$ cat src/hw/rtl/trd_pkg.sv
// Shared types, constants and helpers for the run-length pixel decoder.
package trd_pkg;

	localparam logic [6:0] COUNT_MASK = 7'h7F;

	localparam int FIFO_DEPTH = 4;
	localparam int FIFO_PTR_W = $clog2(FIFO_DEPTH);
	localparam int FIFO_CNT_W = $clog2(FIFO_DEPTH + 1);

	localparam logic REG_BPP    = 1'b0;
	localparam logic REG_PIXELS = 1'b1;

	typedef enum logic [1:0] {
		PH_HEADER = 2'd0,
		PH_PIXEL  = 2'd1,
		PH_ERROR  = 2'd3
	} phase_t;

	typedef struct packed {
		logic [31:0] pixel_value;
		logic [7:0]  run_length;
		logic        image_done;
		logic        run_error;
	} result_t;

	// Zero behaves as one byte and codes above four behave as four.
	function automatic logic [2:0] eff_bpp(input logic [2:0] bpp);
		logic [2:0] r;
		begin
			if (bpp == 3'd0) begin
				r = 3'd1;
			end else if (bpp > 3'd4) begin
				r = 3'd4;
			end else begin
				r = bpp;
			end
			return r;
		end
	endfunction

endpackage

$ cat src/hw/rtl/tga_rle_pixel_decoder_core.sv
// Top level of the run-length pixel decoder.
// The decoder takes one compressed byte per clock cycle and never needs a pause of its
// own: header and pixel bytes are each handled in the cycle they are accepted, and a
// finished pixel word enters a four-word output queue at that same edge, so it can be
// taken on the next cycle. in_stall rises only while that queue is full, so a stalled
// output side holds off input after four words are waiting. The decoder's state
// resets directly with no clearing pass. Writes to the two registers should be made
// while no word is waiting; an image_pixels write reloads the remaining-pixel count.
module tga_rle_pixel_decoder_core (
	input  logic        clk,
	input  logic        arst_n,
	input  logic        wr_en,
	input  logic        wr_index,
	input  logic [31:0] wr_data,
	input  logic        in_valid,
	output logic        in_stall,
	input  logic [7:0]  data_byte,
	output logic        out_valid,
	input  logic        out_stall,
	output logic [31:0] pixel_value,
	output logic [7:0]  run_length,
	output logic        image_done,
	output logic        run_error
);
	import trd_pkg::*;

	logic    accept;
	logic    push;
	logic    full;
	result_t push_word;
	result_t out_word;

	assign in_stall = full;
	assign accept   = in_valid && !full;

	trd_front u_front (
		.clk       (clk),
		.arst_n    (arst_n),
		.wr_en     (wr_en),
		.wr_index  (wr_index),
		.wr_data   (wr_data),
		.accept    (accept),
		.data_byte (data_byte),
		.push      (push),
		.push_word (push_word)
	);

	trd_fifo u_fifo (
		.clk       (clk),
		.arst_n    (arst_n),
		.push      (push),
		.push_word (push_word),
		.full      (full),
		.out_valid (out_valid),
		.out_stall (out_stall),
		.out_word  (out_word)
	);

	assign pixel_value = out_word.pixel_value;
	assign run_length  = out_word.run_length;
	assign image_done  = out_word.image_done;
	assign run_error   = out_word.run_error;

endmodule

$ cat src/hw/rtl/trd_front.sv
// Front end: takes stream bytes, tracks packets and pixel counts, and forms result words.
module trd_front (
	input  logic             clk,
	input  logic             arst_n,
	input  logic             wr_en,
	input  logic             wr_index,
	input  logic [31:0]      wr_data,
	input  logic             accept,
	input  logic [7:0]       data_byte,
	output logic             push,
	output trd_pkg::result_t push_word
);
	import trd_pkg::*;

	phase_t      phase_q, phase_d;
	logic [1:0]  pos_q, pos_d;
	logic [31:0] gather_q, gather_d;
	logic [7:0]  pkt_q, pkt_d;
	logic [7:0]  rep_q, rep_d;
	logic [31:0] left_q, left_d;
	logic [2:0]  bpp_q;
	logic [31:0] pixels_q;

	logic [7:0]  count;
	logic [31:0] count_wide;
	logic [31:0] gathered;
	logic        pixel_complete;

	assign count          = 8'd1 + {1'b0, data_byte[6:0] & COUNT_MASK};
	assign count_wide     = {24'd0, count};
	assign gathered       = gather_q | ({24'd0, data_byte} << {pos_q, 3'b000});
	assign pixel_complete = ({1'b0, pos_q} + 3'd1) >= eff_bpp(bpp_q);

	always_comb begin
		phase_d   = phase_q;
		pos_d     = pos_q;
		gather_d  = gather_q;
		pkt_d     = pkt_q;
		rep_d     = rep_q;
		left_d    = left_q;
		push      = 1'b0;
		push_word = '0;
		if (accept) begin
			case (phase_q)
				PH_ERROR: begin
					push                 = 1'b1;
					push_word.run_length = rep_q;
					push_word.run_error  = 1'b1;
				end
				PH_HEADER: begin
					if (count_wide > left_q) begin
						phase_d              = PH_ERROR;
						rep_d                = count;
						push                 = 1'b1;
						push_word.run_length = count;
						push_word.run_error  = 1'b1;
					end else begin
						left_d = left_q - count_wide;
						if (data_byte[7]) begin
							pkt_d = 8'd1;
							rep_d = count;
						end else begin
							pkt_d = count;
							rep_d = 8'd1;
						end
						phase_d  = PH_PIXEL;
						pos_d    = 2'd0;
						gather_d = '0;
					end
				end
				PH_PIXEL: begin
					if (pixel_complete) begin
						push                  = 1'b1;
						push_word.pixel_value = gathered;
						push_word.run_length  = rep_q;
						pos_d                 = 2'd0;
						gather_d              = '0;
						pkt_d                 = pkt_q - 8'd1;
						// The packet ends when its count steps down from one to zero.
						if (pkt_q == 8'd1) begin
							phase_d = PH_HEADER;
							if (left_q == '0) begin
								push_word.image_done = 1'b1;
								left_d               = pixels_q;
							end
						end
					end else begin
						pos_d    = pos_q + 2'd1;
						gather_d = gathered;
					end
				end
				default: begin
					phase_d = PH_HEADER;
				end
			endcase
		end
		if (wr_en && wr_index == REG_PIXELS) begin
			left_d = wr_data;
		end
	end

	always_ff @(posedge clk or negedge arst_n) begin
		if (!arst_n) begin
			phase_q  <= PH_HEADER;
			pos_q    <= '0;
			gather_q <= '0;
			pkt_q    <= '0;
			rep_q    <= '0;
			left_q   <= 32'd1;
		end else begin
			phase_q  <= phase_d;
			pos_q    <= pos_d;
			gather_q <= gather_d;
			pkt_q    <= pkt_d;
			rep_q    <= rep_d;
			left_q   <= left_d;
		end
	end

	always_ff @(posedge clk or negedge arst_n) begin
		if (!arst_n) begin
			bpp_q    <= 3'd4;
			pixels_q <= 32'd1;
		end else if (wr_en) begin
			if (wr_index == REG_BPP) begin
				bpp_q <= wr_data[2:0];
			end else begin
				pixels_q <= wr_data;
			end
		end
	end

	a_error_sticky: assert property (@(posedge clk) disable iff (!arst_n)
		phase_q == PH_ERROR |=> phase_q == PH_ERROR)
		else $error("error phase was left without reset");

	a_error_word: assert property (@(posedge clk) disable iff (!arst_n)
		push && push_word.run_error |-> push_word.pixel_value == '0 && !push_word.image_done)
		else $error("error word carries pixel data or image done");

	a_header_quiet: assert property (@(posedge clk) disable iff (!arst_n)
		accept && phase_q == PH_HEADER |-> !push || push_word.run_error)
		else $error("header byte produced a pixel word");

endmodule

$ cat src/hw/rtl/trd_fifo.sv
// Back end: a short queue of result words that drives the output channel.
module trd_fifo (
	input  logic             clk,
	input  logic             arst_n,
	input  logic             push,
	input  trd_pkg::result_t push_word,
	output logic             full,
	output logic             out_valid,
	input  logic             out_stall,
	output trd_pkg::result_t out_word
);
	import trd_pkg::*;

	result_t               mem_q [FIFO_DEPTH];
	logic [FIFO_PTR_W-1:0] wr_ptr_q;
	logic [FIFO_PTR_W-1:0] rd_ptr_q;
	logic [FIFO_CNT_W-1:0] cnt_q;
	logic                  pop;

	assign full      = cnt_q == FIFO_CNT_W'(FIFO_DEPTH);
	assign out_valid = cnt_q != '0;
	assign pop       = out_valid && !out_stall;
	assign out_word  = mem_q[rd_ptr_q];

	always_ff @(posedge clk) begin
		if (push) begin
			mem_q[wr_ptr_q] <= push_word;
		end
	end

	always_ff @(posedge clk or negedge arst_n) begin
		if (!arst_n) begin
			wr_ptr_q <= '0;
			rd_ptr_q <= '0;
			cnt_q    <= '0;
		end else begin
			if (push) begin
				wr_ptr_q <= wr_ptr_q + FIFO_PTR_W'(1);
			end
			if (pop) begin
				rd_ptr_q <= rd_ptr_q + FIFO_PTR_W'(1);
			end
			if (push && !pop) begin
				cnt_q <= cnt_q + FIFO_CNT_W'(1);
			end else if (pop && !push) begin
				cnt_q <= cnt_q - FIFO_CNT_W'(1);
			end
		end
	end

	a_no_overflow: assert property (@(posedge clk) disable iff (!arst_n)
		push |-> !full)
		else $error("word pushed into a full queue");

	a_count_range: assert property (@(posedge clk) disable iff (!arst_n)
		cnt_q <= FIFO_CNT_W'(FIFO_DEPTH))
		else $error("queue count out of range");

	a_drain: assert property (@(posedge clk) disable iff (!arst_n)
		cnt_q == FIFO_CNT_W'(1) && pop && !push |=> !out_valid)
		else $error("queue still valid after last word left");

endmodule
$ cat config.mk
export PLATFORM = sky130hd
export DESIGN_NAME = tga_rle_pixel_decoder_core
export DESIGN_NICKNAME = d
export VERILOG_FILES = /design/src/hw/rtl/trd_pkg.sv /design/src/hw/rtl/tga_rle_pixel_decoder_core.sv /design/src/hw/rtl/trd_front.sv /design/src/hw/rtl/trd_fifo.sv
export SDC_FILE = /design/constraint.sdc
export NUM_CORES = 1
export LEC_CHECK = 0
export BUFFER_PORTS_ARGS = -buffer_cell sky130_fd_sc_hd__buf_2
export CAP_MARGIN = 0
export CORE_AREA = 2 2 162 164
export DETAILED_ROUTE_END_ITERATION = 8
export DIE_AREA = 0 0 164 166
export MAX_ROUTING_LAYER = met4
export PLACE_DENSITY = 0.74
export SYNTH_ARGS = -nofsm -noshare
export SYNTH_HDL_FRONTEND = slang
export SYNTH_SLANG_ARGS = --single-unit
$ cat constraint.sdc
create_clock -name clk -period 4.2 [get_ports clk]
set_input_delay 0.84 -clock clk [delete_from_list [all_inputs] [get_ports clk]]
set_output_delay 0.84 -clock clk [all_outputs]
set_load 0.02 [all_outputs]
==> flow_metrics.env <==
export IMPL_hold_path_class="in -> async"
export IMPL_synthCells=1098
export IMPL_core_mm2=0.0256
export IMPL_synth_top_cell_area_share=0.374
export IMPL_status="completed"
export IMPL_cts_buffers=31
export IMPL_path_buf_inv=2
export IMPL_power_uw=11100
export IMPL_first_pass_iters=5
export IMPL_clockBufferDepth=3
export IMPL_ir_worst_vdd_mv=0.557
export IMPL_start_kind="input pin"
export IMPL_place_area_mm2=0.0147
export IMPL_drc=0
export IMPL_antenna_found_initial=0
export IMPL_fin_crit_sh=0.913
export IMPL_grt_pass1_vias=9548
export IMPL_ant_nets=0
export IMPL_grt_max_degree=66
export IMPL_drv_cap=0
export IMPL_fin_skew_ns=0.0138
export IMPL_cp_slowest_cell="fa_1"
export IMPL_die_x_um=164
export IMPL_wl_per_cell_um=20.2
export IMPL_p_leak_uw=0.00620
export IMPL_synth_edf_count=168
export IMPL_die_h_um=166
export IMPL_cts_setup_buffers=0
export IMPL_rsz0062_at_grt="false"
export IMPL_yosys_cell_types_count=84
export IMPL_ys_warnings_count=0
export IMPL_required_ns=4.67
export IMPL_final_layout_size_suffix_gt1_frac=0.231
export IMPL_clock_sinks=294
export IMPL_ios=90
export IMPL_crit_chain="buf_2 > ha_1 > xnor2_1 > ha_1 > a211oi_2 > o21ai_0 > nand3_1 > a311oi_4 > nor3_4 > nor3_1 > a211oi_2 > ha_2 > inv_1 > fa_1 > xor2_1 > nor2_1 > xor2_1"
export IMPL_cts_tree="done"
export IMPL_die_area_mm2=0.0272
export IMPL_fmax_mhz=261
export IMPL_finalSetupViolCount=0
export IMPL_rows=59
export IMPL_synth_nets=1168
export IMPL_p_per_area_mw_per_mm2=700
export IMPL_fin_crit_ns=3.83
export IMPL_r2r_start="u_front.left_q[16]$_DFFE_PN0P_"
export IMPL_port_buffers=89
export IMPL_first_iter_violations=817
export IMPL_place_congestion=0.885
export IMPL_synth_area_top_cells="edfxtp_1 (37%), dfrtp_1 (23%), mux4_2 (7.0%)"
export IMPL_fin_area_mm2=0.0158
export IMPL_grt_pass1_wl_mm=51.4
export IMPL_arrival_ns=4.30
export IMPL_avgSynthCellArea_um2=12.3
export IMPL_synth_seq_cells=294
export IMPL_rrSetupSlack_ns=0.58
export IMPL_antenna_cells=0
export IMPL_cts_resized=0
export IMPL_root_buffer="clkbuf_16"
export IMPL_yosysSeqAreaShare=0.607
export IMPL_gr_usage_all_layers=0.246
export IMPL_num_nets_final=1284
export IMPL_critPathMaxStageDelay_ns=0.43
export IMPL_grt_overflow=0
export IMPL_clkSlewWorstSetupHoldPaths_ns=0.06
export IMPL_rr_worst_depth=12
export IMPL_clk_latency_ns=0.55
export IMPL_syn_to_final_growth_pct=17.1
export IMPL_start_util=0.527
export IMPL_cp_top_family="adder cells"
export IMPL_worstPathMaxFanout=7
export IMPL_syn_area_mm2=0.0135
export IMPL_reg2reg_to="u_fifo.cnt_q[2]$_DFFE_PN0P_"
export IMPL_viasPerCell=5.96
export IMPL_cts_max_level=1
export IMPL_holdWs_ns=0.339
export IMPL_drv_slew=0
export IMPL_worst_pin_slew_ns=1.11
export IMPL_place_hpwl_mm=20.8
export IMPL_hold_buffers=0
export IMPL_dr_total_vias=9385
export IMPL_critPathKind="in -> reg"
export IMPL_synth_top_area_cell="edfxtp_1"
export IMPL_drt_wl_total_mm=31.8
export IMPL_synth_flop_cell="edfxtp_1"
export IMPL_async_reset_ff_frac=0.429
export IMPL_hold_violations=0
export IMPL_slew_headroom=0.263
export IMPL_critPathCaptureType="flop"
[worst max-delay path by stage]
stage	startpoint	to	slack [ns]	cells after the start
after floorplan	data_byte[2]	u_fifo.cnt_q[2]$_DFFE_PN0P_	0.02	16
after global placement	data_byte[0]	u_fifo.cnt_q[2]$_DFFE_PN0P_	-0.09	17
after CTS	data_byte[0]	u_fifo.cnt_q[2]$_DFFE_PN0P_	0.33	17
final	data_byte[0]	u_fifo.cnt_q[2]$_DFFE_PN0P_	0.37	17
after global routing	data_byte[0]	u_fifo.cnt_q[2]$_DFFE_PN0P_	0.05	17
after detailed placement	data_byte[0]	u_fifo.cnt_q[2]$_DFFE_PN0P_	-0.20	17
[cells by family after synthesis]
family,synth area share
buf+inv,0.0272
mux,0.0772
simple gates,0.133
fa+ha+maj,0.0233
xor+xnor,0.0114
flops,0.607
compound gates,0.121
[registers in the layout, indices dropped and copies added, names as in the netlist]
name              flops
u_front.pixels_q     32
u_front.gather_q     32
u_fifo.wr_ptr_q       2
u_front.rep_q         8
u_front.phase_q       2
u_front.left_q       32
u_front.bpp_q         3
u_front.pos_q         2
u_front.pkt_q         8
u_fifo.mem_q        168
u_fifo.rd_ptr_q       2
u_fifo.cnt_q          3
[cell usage in the layout (no fill, tap or decap), types with 12 or more instances in the layout]
cell type / netlist / routed
a21oi_1: 57 / 57
ha_1: 22 / 20
clkbuf_16: 0 / 31
o211ai_1: 14 / 14
or3_1: 16 / 16
buf_2: 12 / 88
inv_1: 23 / 23
edfxtp_1: 168 / 168
nand3_1: 18 / 18
nor2_1: 114 / 114
a31oi_1: 36 / 36
buf_4: 3 / 53
dfrtp_1: 123 / 121
nand2b_1: 12 / 12
mux4_2: 42 / 42
nand2_1: 130 / 129
o21ai_0: 39 / 39
nor3_1: 19 / 19
[routing by layer]
metal	global-route usage	vias to the layer above	share of wire
li1	-	4341	-
met2	0.402	325	0.50
met5	-	-	0
met3	0.0322	77	0.054
met1	0.323	4642	0.42
met4	0.0782	0	0.031
[worst register-to-register path: stages, from the launching register on]
cell      delay (ns)
dfrtp_1         0.47
or4_4           0.56
nor3_4          0.36
nand4_1         0.21
nor3_4          0.26
nor3_1          0.07
a211oi_2        0.41
ha_2            0.30
inv_1           0.06
fa_1            0.43
xor2_1          0.17
nor2_1          0.11
xor2_1          0.14
[through the flow]
stage,instances,setup slack [ns],setup TNS [ns],util
floorplan,1098,0.0237,0,-
global placement,1516,-0.0890,-0.0897,0.573
detailed placement,1516,-0.203,-0.334,0.573
CTS,1574,0.332,0,0.617
global route,1574,0.0468,0,0.617
finish,1574,0.366,0,0.617
[power by group]
| group | switching [uW] | leakage [uW] | internal [uW] |
|---|---|---|---|
| registers | 556 | 0.00312 | 3660 |
| logic | 2260 | 0.00254 | 1610 |
| clock network | 1140 | 0.000548 | 1850 |
[synth_stat cells (4+ instances only)]
cell / instances
a211oi_1: 8
inv_1: 23
a21oi_1: 57
or3_1: 16
nand2_1: 130
nor3_1: 19
and2_1: 12
nand4_1: 9
a31oi_1: 36
o21ai_1: 10
o311ai_0: 4
and3_1: 7
a22oi_1: 6
a221o_1: 7
o211ai_1: 14
nand3_1: 18
edfxtp_1: 168
o21ai_0: 39
nor4_1: 7
a21o_1: 9
mux4_2: 42
o21a_1: 5
dfrtp_1: 123
xor2_1: 5
mux2_2: 4
mux2i_1: 4
ha_1: 22
nor2b_1: 7
buf_2: 12
nand2b_1: 12
nor2_1: 114
or2_2: 4
o31ai_1: 10
clkbuf_1: 44
xnor2_1: 10
buf_1: 5
[layout make-up]
class | count | area, um2
Fill cell | 1942 | 9800
Sequential cell | 294 | 8200
Multi-Input combinational cell | 715 | 4980
Timing Repair Buffer | 148 | 978
Clock buffer | 37 | 828
Tap cell | 335 | 419
Clock inverter | 21 | 312
Inverter | 24 | 90.1
Power figures use the tool's default switching activity.
